===== config.mk =====
export PLATFORM = sky130hd
export DESIGN_NAME = elu_queue
export DESIGN_NICKNAME = d
export VERILOG_FILES = /design/src/rtl/elu_pkg.sv /design/src/rtl/elu_queue.sv
export SDC_FILE = /design/constraint.sdc
export NUM_CORES = 1
export LEC_CHECK = 0
export ABC_CLOCK_PERIOD_IN_PS = 3800
export BUFFER_PORTS_ARGS = -buffer_cell sky130_fd_sc_hd__buf_2
export CAP_MARGIN = 20
export CORE_MARGIN = 3
export CORE_UTILIZATION = 57
export CTS_CLUSTER_DIAMETER = 40
export CTS_CLUSTER_SIZE = 10
export DETAILED_ROUTE_END_ITERATION = 10
export PLACE_DENSITY = 0.83
export SLEW_MARGIN = 30
export SYNTH_ARGS = -nofsm -noshare
export SYNTH_HDL_FRONTEND = slang
export SYNTH_SLANG_ARGS = --single-unit

===== constraint.sdc =====
create_clock -name i_clk -period 3.8 [get_ports i_clk]
set_input_delay 0.38 -clock i_clk [delete_from_list [all_inputs] [get_ports i_clk]]
set_output_delay 0.38 -clock i_clk [all_outputs]
set_load 0.02 [all_outputs]

===== src/rtl/elu_pkg.sv =====
`timescale 1ns / 1ps
// elu_pkg: shared types, constants and the exponential tables of the ELU/SELU core.
// Depends on nothing; every other file of the block uses it by scoped names.
package elu_pkg;

    // Exponential table resolution: 2^EXP_TABLE_BITS steps per unit of -x
    localparam int unsigned EXP_TABLE_BITS = 8;
    localparam int unsigned TSIZE          = (1 << EXP_TABLE_BITS) + 1;

    // Q0.32 one, and the magnitude beyond which exp(x) flushes to zero (-16 in Q8.8)
    localparam logic [32:0] ONE_Q32  = 33'h1_0000_0000;
    localparam logic [16:0] M_LIMIT  = 17'd4096;

    // Saturation bounds of the Q8.8 result
    localparam logic [16:0] MAG_LIMIT = 17'd32768;
    localparam logic [19:0] POS_LIMIT = 20'd32767;

    // Queue between front and back
    localparam int unsigned QUEUE_DEPTH = 4;
    localparam int unsigned QUEUE_AW    = 2;

    // Configuration register indexes
    localparam int unsigned CFG_IDX_W = 2;
    localparam logic [CFG_IDX_W-1:0] CFG_ALPHA  = 2'd0;
    localparam logic [CFG_IDX_W-1:0] CFG_LAMBDA = 2'd1;
    localparam logic [CFG_IDX_W-1:0] CFG_SELU   = 2'd2;

    localparam logic [15:0] ALPHA_RESET  = 16'd4096;
    localparam logic [15:0] LAMBDA_RESET = 16'd4096;

    // Payload of one input beat
    typedef struct packed {
        logic signed [15:0] sample;
        logic               last_in;
    } t_elu_in;

    // Payload of one result beat
    typedef struct packed {
        logic signed [15:0] activation;
        logic               last_out;
        logic               saturated;
    } t_elu_out;

    // Configuration registers as seen by the datapath
    typedef struct packed {
        logic [15:0] alpha;
        logic [15:0] lambda;
        logic        selu;
    } t_elu_cfg;

    // Classified item handed from front to back
    typedef struct packed {
        logic               neg;        // sample below zero
        logic signed [15:0] sample;
        logic [32:0]        e_scale;    // exp(-integer part), zero past the flush point
        logic [32:0]        frac_val;   // exp(-fraction part)
        logic               last;
    } t_elu_cmd;

    typedef logic [255:0][32:0] t_frac_tab;
    typedef logic [16:0][32:0]  t_exp_tab;

    // Integer divide by a small loop count, one literal divisor per arm
    function automatic logic [63:0] div_by_k(logic [63:0] a, int unsigned k);
        logic [63:0] q;
        q = a;
        unique case (k)
            1:  q = a / 1;
            2:  q = a / 2;
            3:  q = a / 3;
            4:  q = a / 4;
            5:  q = a / 5;
            6:  q = a / 6;
            7:  q = a / 7;
            8:  q = a / 8;
            9:  q = a / 9;
            10: q = a / 10;
            11: q = a / 11;
            12: q = a / 12;
            13: q = a / 13;
            14: q = a / 14;
            15: q = a / 15;
            16: q = a / 16;
            17: q = a / 17;
            18: q = a / 18;
            19: q = a / 19;
            20: q = a / 20;
            default: q = a;
        endcase
        return q;
    endfunction

    // exp(-num / 2^EXP_TABLE_BITS) in Q0.32 from a 20-term series
    function automatic logic [32:0] exp_neg_frac(int unsigned num);
        logic signed [64:0] sum;
        logic [63:0]        term;
        sum  = 65'sh1_0000_0000;
        term = 64'h1_0000_0000;
        for (int unsigned k = 1; k <= 20; k++) begin
            // floor(a / (k*2^B)) taken as floor(floor(a / 2^B) / k)
            term = div_by_k((term * 64'(num)) >> EXP_TABLE_BITS, k);
            if (k[0]) begin
                sum = sum - $signed({1'b0, term});
            end else begin
                sum = sum + $signed({1'b0, term});
            end
        end
        if (sum < 0) begin
            sum = '0;
        end
        if (sum > $signed({32'd0, ONE_Q32})) begin
            sum = $signed({32'd0, ONE_Q32});
        end
        return sum[32:0];
    endfunction

    // exp of minus the fractional part, indexed by the low byte of -x, interpolated
    function automatic t_frac_tab build_frac_tab();
        t_frac_tab   tab;
        int unsigned p;
        int unsigned idx;
        int unsigned rem;
        logic [32:0] ti;
        logic [32:0] ti1;
        logic [63:0] dif;
        tab = '0;
        for (int unsigned fr = 0; fr < 256; fr++) begin
            p   = fr << EXP_TABLE_BITS;
            idx = p >> 8;
            rem = p & 255;
            if (idx > TSIZE - 2) begin
                idx = TSIZE - 2;
            end
            ti      = exp_neg_frac(idx);
            ti1     = exp_neg_frac(idx + 1);
            dif     = (64'(ti - ti1) * 64'(rem)) >> 8;
            tab[fr] = ti - dif[32:0];
        end
        return tab;
    endfunction

    // exp(-n) in Q0.32 for n = 0..16, rounded product chain
    function automatic t_exp_tab build_exp_tab();
        t_exp_tab    tab;
        logic [32:0] tl;
        logic [63:0] acc;
        tab    = '0;
        tl     = exp_neg_frac(TSIZE - 1);
        tab[0] = ONE_Q32;
        for (int unsigned n = 1; n < 17; n++) begin
            acc    = (64'(tab[n-1]) * 64'(tl) + 64'h8000_0000) >> 32;
            tab[n] = acc[32:0];
        end
        return tab;
    endfunction

    localparam t_frac_tab FRAC_TAB = build_frac_tab();
    localparam t_exp_tab  EXP_TAB  = build_exp_tab();

endpackage


===== src/rtl/elu_queue.sv =====
`timescale 1ns / 1ps
// elu_queue: short FIFO of classified commands between front and back.
// Depends on elu_pkg for the command type and the depth.
module elu_queue (
    input  logic               i_clk,
    input  logic               i_rst_n,
    input  logic               i_push,
    input  elu_pkg::t_elu_cmd  i_push_data,
    output logic               o_full,
    input  logic               i_pop,
    output logic               o_empty,
    output elu_pkg::t_elu_cmd  o_head
);

    localparam logic [elu_pkg::QUEUE_AW:0] DEPTH_CNT = (elu_pkg::QUEUE_AW + 1)'(elu_pkg::QUEUE_DEPTH);

    elu_pkg::t_elu_cmd               r_mem [elu_pkg::QUEUE_DEPTH];
    logic [elu_pkg::QUEUE_AW-1:0]    r_wr_ptr;
    logic [elu_pkg::QUEUE_AW-1:0]    r_rd_ptr;
    logic [elu_pkg::QUEUE_AW:0]      r_count;
    logic [elu_pkg::QUEUE_AW:0]      n_count;
    logic                            do_push;
    logic                            do_pop;

    assign o_full  = r_count == DEPTH_CNT;
    assign o_empty = r_count == '0;
    assign o_head  = r_mem[r_rd_ptr];
    assign do_push = i_push && !o_full;
    assign do_pop  = i_pop && !o_empty;

    always_comb begin
        n_count = r_count;
        if (do_push && !do_pop) begin
            n_count = r_count + 1'b1;
        end else if (do_pop && !do_push) begin
            n_count = r_count - 1'b1;
        end
    end

    // Pointers and fill level
    always_ff @(posedge i_clk) begin
        if (!i_rst_n) begin
            r_wr_ptr <= '0;
            r_rd_ptr <= '0;
            r_count  <= '0;
        end else begin
            if (do_push) begin
                r_wr_ptr <= r_wr_ptr + 1'b1;
            end
            if (do_pop) begin
                r_rd_ptr <= r_rd_ptr + 1'b1;
            end
            r_count <= n_count;
        end
    end

    // Entry storage
    always_ff @(posedge i_clk) begin
        if (do_push) begin
            r_mem[r_wr_ptr] <= i_push_data;
        end
    end

endmodule


==> results list, run 1 <==
- In the finished design, the share of the clock period the worst path needs comes to 0.750.
* CTS-repair resized insts: 0
- Detailed-route vias per instance: 5.98
- Proportion of layout cells with a drive suffix above 1: 0.459
- Net count of the mapped netlist: 580
- The flow ran to the end, and the final reports show no timing, DRC or antenna violations.
* Highest clock rate: 0.351 GHz
- The final layout contains 789 nets.
* Detailed-route wire length: 24500 um
- DP Wirelength: 14300 um
* Number of buffers between clock root and the deepest sink: 3
- For this configuration, the core starts out at a cell density of 0.590.
* Via count of the first global-routing pass: 6421
* Final weighted congestion of routability-driven global placement: 0.728
- Commonest cells after routing, fill and taps aside: sky130_fd_sc_hd__edfxtp_1, sky130_fd_sc_hd__buf_2, sky130_fd_sc_hd__mux4_2
* Global-route wire length before repair: 37300 um
* Level count of the clock H-tree: 2
* Die height: 155 um
* Post-DRT Antenna Nets: 0
- Peak ir drop on the vdd network: 0.000550 V
- The die covers 23900 um^2.
- Relative to the synthesized area, the layout overhead comes to 19.3%.
- Setup violations remaining at the end of the flow were counted as 0.
- Across every metal layer, demand over resource in global routing totals 0.208.
- Per-cell routed wire length: 24.8 um
- TritonCTS built the clock tree.
- Detailed Route Iter0 Violations: 381
* Port buffer count: 173
* Number of warnings reported in the yosys synthesis log: 0
- Delay of the slowest cell on the worst path: 0.88 ns
- Pin count of the biggest net entering global routing: 58
- A synthesized cell averages 25.9 um^2.
* Root buffer cell: sky130_fd_sc_hd__clkbuf_16
* Sort of element at the end of the critical path: primary output
- Dividing total power by cell area gives a power density of 730 nW/um^2.
* Launch instance of the worst min-delay path: i_push_data[31]
* Post-synthesis cell type count: 23
- In this run the critical register-to-register path is launched from r_count[0]$_SDFFE_PN0P_.
- The floorplan step set the die width to 155 um.
- Static leakage power: 5.08 nW
* Setup repair after global routing missed its margin: false
* Clk Latency, worst-skew pair: 0.52 ns
* Cells along the critical path: buf_12 -> mux4_2 -> buf_2
- In this run the tightest slew margin relative to its limit is 0.408.
- Cell area after synthesis: 12600 um^2
* Initial antenna violation count: 3
- After synthesis the netlist holds a flip-flop and latch count of 345.
- Clock tree synthesis inserted a total of 42 buffers.
- Skew final: 0.0118 ns
- Data required, critical path: 3.42 ns
- The total overflow left after global routing is 0.
- Maximum fanout count along the critical path: 39
* Max-slew violation count: 0
- Number of standard-cell rows in the floorplan: 53
- Timing analysis after detailed placement gives a worst setup slack of 1.17 ns.
* Data arrival, critical path: 2.47 ns
- Final hold violations: 0
* Post-synthesis instance total: 486
* CTS clock-pin slew for the worst setup and hold paths: 0.05 ns
- Most common cell after layout, fill and taps aside: sky130_fd_sc_hd__edfxtp_1
- The worst setup path is launched from a flip-flop.
- Share of the yosys chip area belonging to registers: 0.815
* Type of the setup path with the least slack: reg -> out
* Number of top-level design ports: 174
- Once the clock tree was built, the setup fixing pass inserted 0 buffers.
* Summed negative setup slack over all endpoints: 0 ns
- Slack of the critical path: 0.949 ns
* Count of maximum capacitance violations: 0
- Counting I/O delays and the setup requirement, the final critical path takes 2.85 ns.
* Min-Delay Path Class: in -> reg
- Transition at the pin with the smallest max-transition slack: 0.888 ns
- First drt pass iteration count: 4
- In this run the standard cell core region covers 21400 um^2.
- For this design, the sink count on the clock tree is 345.
- Detailed-route via count: 5909
* Number of design rule violations left after detail routing: 0
- Hold buffer count at CTS: 0
- Critical-path cell with the highest stage delay: sky130_fd_sc_hd__dfxtp_4
[path summary, 6_finish.rpt]
check / end / slack [ns] / depth (start not counted)
max reg2reg: r_mem[3][83]$_DFFE_PP_ / 1.19 / 4
min: r_mem[0][31]$_DFFE_PP_ / 0.08 / 1
max: o_head[12] / 0.95 / 3
min reg2reg: r_wr_ptr[0]$_SDFFE_PN0P_ / 0.50 / 2
[worst max-delay path, delay by kind of cell, from the launching register on]
kind | cells | cell delay (ns)
multiplexers | 1 | 0.56
flip-flops | 1 | 0.88
buffers and inverters | 2 | 0.50
[metal layers]
layer,routed length [um],GRT usage,part of all wire
met5,21,0,0.00086
met2,12800,0.348,0.52
met3,1710,0.0523,0.070
met4,596,0.0673,0.024
met1,9350,0.272,0.38
[stage by stage]
| stage | utilization | cells | total power, mW | cell area [um^2] | hold slack (ns) |
|---|---|---|---|---|---|
| 2_1_floorplan | - | 486 | 6.71 | 12600 | 0.468 |
| 3_3_place_gp | 0.647 | 926 | 7.45 | 13800 | 0.479 |
| 3_5_place_dp | 0.647 | 926 | 7.52 | 13800 | 0.492 |
| 4_1_cts | 0.704 | 986 | 11.1 | 15000 | 0.0645 |
| 5_1_grt | 0.704 | 987 | 11.4 | 15000 | 0.0685 |
| 6_report | 0.704 | 988 | 11.0 | 15000 | 0.0784 |
[kinds of logic (layout without fill, tap and decap cells)]
kind of cell,count (synthesis),count (layout),synth area share
AO/OA/AOI/OAI,4,4,0.00268
XOR/XNOR,4,4,0.00278
adder cells (fa/ha/maj),6,6,0.00655
buffers and inverters,23,248,0.0124
flip-flops,345,345,0.815
multiplexers,87,87,0.153
other,0,2,0
AND/OR/NAND/NOR,17,17,0.00804
[synthesized netlist by cell type]
cell type	number	area, um^2
sky130_fd_sc_hd__dfxtp_1	9	180
sky130_fd_sc_hd__nor3b_2	1	12.5
sky130_fd_sc_hd__and2_1	8	50.1
sky130_fd_sc_hd__xnor2_1	3	26.3
sky130_fd_sc_hd__buf_6	7	78.8
sky130_fd_sc_hd__fa_1	1	20.0
sky130_fd_sc_hd__buf_2	8	40.0
sky130_fd_sc_hd__nor2b_1	2	12.5
sky130_fd_sc_hd__nand2_1	4	15.0
sky130_fd_sc_hd__ha_1	5	62.6
sky130_fd_sc_hd__buf_4	2	15.0
sky130_fd_sc_hd__mux4_2	84	1890
sky130_fd_sc_hd__mux2i_1	3	30.0
sky130_fd_sc_hd__or3_1	1	6.26
sky130_fd_sc_hd__inv_1	3	11.3
sky130_fd_sc_hd__clkbuf_1	3	11.3
sky130_fd_sc_hd__o21ai_0	1	5.00
sky130_fd_sc_hd__nor3_1	1	5.00
sky130_fd_sc_hd__o31ai_2	1	12.5
sky130_fd_sc_hd__xor2_1	1	8.76
sky130_fd_sc_hd__a21boi_0	1	7.51
sky130_fd_sc_hd__o311ai_1	1	8.76
sky130_fd_sc_hd__edfxtp_1	336	10100
[flip-flops by register name (all words and copies together), names as in the netlist, named ones only]
name / flops
r_mem: 336
r_rd_ptr: 2
r_count: 3
r_wr_ptr: 2
[cell type report]
class	count	area, um^2
antenna	2	5.00
clock buffer	53	1130
clock inverter	7	85.1
fill	1283	6320
inverter	3	11.3
multi-input combinational	118	2180
sequential	345	10300
tap	275	344
timing repair buffer	185	993
[report_power, final]
part	total [mW]	switching [mW]	internal [mW]
registers	4.90	0.268	4.63
clock network	3.56	1.35	2.20
logic	2.53	1.41	1.12
Power figures use the tool's default switching activity.
==> run 2: changes to the inputs <==
- ABC_CLOCK_PERIOD_IN_PS: 3800 -> 2400
- CORE_UTILIZATION: 57 -> 51
- PLACE_DENSITY: 0.83 -> 0.79
- clock period: 3.8 -> 2.4 ns (I/O delays scaled with it)
==> run 2 against run 1 <==
Critical path type is now reg -> reg. Register-to-register slack worse by 1.0 ns. Via count up 2.4%. Power up 62%. Critical endpoint is now r_count[2]$_SDFFE_PN0P_. Utilization down 2.9 points.
==> results list, run 2 (synthesis results as in run 1) <==
* Result of the run: finished clean
- Die ar.: 26600 um^2 (+11%)
* Transition at the pin with the smallest max-transition slack: 0.525 ns (-0.363 ns)
- Root buffer cell: sky130_fd_sc_hd__clkbuf_16
- The number of global-route vias before repair is 6810 (+6.1%).
- The total negative slack is 0 ns (unchanged).
* Number of standard-cell rows in the floorplan: 56 (+5.7%)
- DP Wirelength: 14000 um (-2.3%)
- The number of vias per cell was 5.38 (-10%).
* CTS tree: yes
- Walking the worst path, the cells encountered are nor3b_2 -> nor2b_1 -> ha_1 -> inv_1 -> fa_1 -> xor2_1 -> or3_1 -> a21boi_0.
- The share of cells above drive strength 1 was 0.413 (-0.0454).
* Number of flip-flops in the largest register: 336 (unchanged)
- Number of buffers between clock root and the deepest sink: 3 (unchanged)
- Count of maximum capacitance violations: 0 (unchanged)
* Final setup fails: 0 (unchanged)
- Die height: 163 um (+5.5%)
- The relative max-transition margin is 0.650 (+0.242).
* Global-route wire length before repair: 38500 um (+3.3%)
- The clock sink count was 345 (unchanged).
* Commonest cells after routing, fill and taps aside: sky130_fd_sc_hd__edfxtp_1, sky130_fd_sc_hd__buf_2, sky130_fd_sc_hd__mux4_2, sky130_fd_sc_hd__dlygate4sd3_1, sky130_fd_sc_hd__clkbuf_16
* First drt pass iteration count: 4 (unchanged)
* Per-cell routed wire length: 22.0 um (-11%)
- The number of failing hold endpoints at the final stage was 0 (unchanged).
* Detailed-route wire length: 24700 um (+0.89%)
- The final max-slew violation count came to 0 (unchanged).
* Data arrival, critical path: 2.67 ns (+0.20 ns)
- # Post-CTS Setup Buffers: 0 (unchanged)
* Post-synthesis to final-layout area growth: 28.0%
- The critical path buffer and inverter count is 1 (-1).
* Min-Delay Path Class: in -> reg
- Initial antenna violation count: 0 (-3)
* Skew final: 0.0187 ns (+0.00684 ns)
* Peak ir drop on the vdd network: 0.000788 V (+43%)
* Highest clock rate: 0.449 GHz
* Total power draw: 17.8 mW (+62%)
- The total track usage was 0.191 (-0.0169).
- Top Family by Delay on Critical Path: simple AND/OR/NAND/NOR gates
* Static leakage power: 5.51 nW (+8.4%)
* Port buffer count: 173 (unchanged)
- The required time of the worst setup path came to 2.84 ns (-0.58 ns).
* Number of design rule violations left after detail routing: 0 (unchanged)
- The largest registers in the layout are r_mem x336, r_count x3.
* Setup repair after global routing missed its margin: false
- Clk Latency, worst-skew pair: 0.53 ns (about the same)
* Die Wd: 163 um (+5.5%)
- Dividing the final minimum period by the clock period gives 0.929.
- Detailed Route Iter0 Violations: 554 (+45%)
- Sort of element at the end of the critical path: flip-flop
* Final weighted congestion of routability-driven global placement: 0.728 (about the same)
- The routed via count is 6051 (+2.4%).
- Most common cell after layout, fill and taps aside: sky130_fd_sc_hd__edfxtp_1
- Critical Path Source Type: flip-flop
- The worst path needs 2.23 ns of the cycle, external delays included.
- CTS clock-pin slew for the worst setup and hold paths: 0.05 ns (about the same)
- Initial Util: 0.527 (-0.0627)
* Register bank with the most flops: r_mem
- The largest fanout of any net on the critical path came to 6 (-85%).
- The number of H-tree branching levels is 2 (unchanged).
- The power per standard cell area came to 1110 nW/um^2 (+51%).
- Num CTS Buffers: 44 (+4.8%)
- Standard cell core area: 23900 um^2 (+12%)
- The critical path is of the reg -> reg type.
- The count of boundary I/O pins came to 174 (unchanged).
- Pin count of the biggest net entering global routing: 50 (-14%)
- The final antenna-violating net count is 0 (unchanged).
- Diode insertion count for antenna repair: 0 (-2)
* Delay of the slowest cell on the worst path: 0.49 ns (-0.39 ns)
* Global route overflow: 0 (unchanged)
- Critical-path cell with the highest stage delay: sky130_fd_sc_hd__dfxtp_1
* Final Net Count: 877 (+11%)
==> run 2: cell types whose count changed in the layout (fill, tap and decap cells not counted) <==
| cell | before | now |
|---|---|---|
| sky130_fd_sc_hd__clkinv_1 | 3 | 4 |
| sky130_fd_sc_hd__dlygate4sd3_1 | 0 | 84 |
| sky130_fd_sc_hd__clkbuf_8 | 2 | 1 |
| sky130_fd_sc_hd__buf_4 | 9 | 3 |
| sky130_fd_sc_hd__diode_2 | 2 | 0 |
| sky130_fd_sc_hd__inv_6 | 1 | 4 |
| sky130_fd_sc_hd__clkbuf_16 | 43 | 45 |
| sky130_fd_sc_hd__clkinv_2 | 1 | 2 |
| sky130_fd_sc_hd__clkbuf_1 | 8 | 11 |
| sky130_fd_sc_hd__buf_12 | 3 | 11 |
==> run 2: worst paths after layout <==
check / from / end / slack (ns) / cells after the start
min reg2reg: r_wr_ptr[1]$_SDFFE_PN0P_ / r_wr_ptr[1]$_SDFFE_PN0P_ / 0.51 / 2
max reg2reg: r_count[0]$_SDFFE_PN0P_ / r_count[2]$_SDFFE_PN0P_ / 0.17 / 8
min: i_rst_n / r_wr_ptr[1]$_SDFFE_PN0P_ / 0.05 / 3
max: r_count[0]$_SDFFE_PN0P_ / r_count[2]$_SDFFE_PN0P_ / 0.17 / 8
==> run 2: power by group <==
group	switching [mW]	internal (mW)	leakage, nW	total (mW)
clock	2.24	3.64	0.635	5.88
combinational	2.49	1.92	1.72	4.40
sequential	0.205	7.33	3.15	7.53
==> run 2: per-stage QoR <==
stage	std cells	instance area, um^2	setup WS (ns)	utilization	hold WS, ns
2_1_floorplan	486	12600	0.0399	-	0.339
3_3_place_gp	972	14000	0.380	0.585	0.449
3_5_place_dp	972	14000	0.257	0.585	0.457
4_1_cts	1125	16100	0.150	0.675	0.0311
5_1_grt	1125	16100	0.0267	0.675	0.0392
6_report	1125	16100	0.170	0.675	0.0542
==> run 2: layer usage <==
layer	global-route usage	vias up	wire, um
met5	0	-	0
li1	-	2673	-
met2	0.326	222	12900
met4	0.0523	0	524
met1	0.245	3110	9440
met3	0.0512	46	1820
==> run 2: cell type report <==
cell class	count	area, um^2
Timing Repair Buffer	271	1950
Multi-Input combinational cell	118	2180
Fill cell	1516	7770
Clock buffer	57	1180
Inverter	3	11.3
Clock inverter	12	120
Sequential cell	345	10300
Tap cell	319	399
==> run 2: worst min-delay path, delay by kind of cell <==
| kind | cells | cell delay (ns) |
|---|---|---|
| buf+inv | 1 | 0.15 |
| mux | 1 | 0.05 |
| simple gates | 1 | 0.07 |
==> run 2: timing repair <==
action	4_1_cts	5_1_grt
gates resized for setup	0	0
hold buffers	84	0
endpoints found under the hold margin	336	0
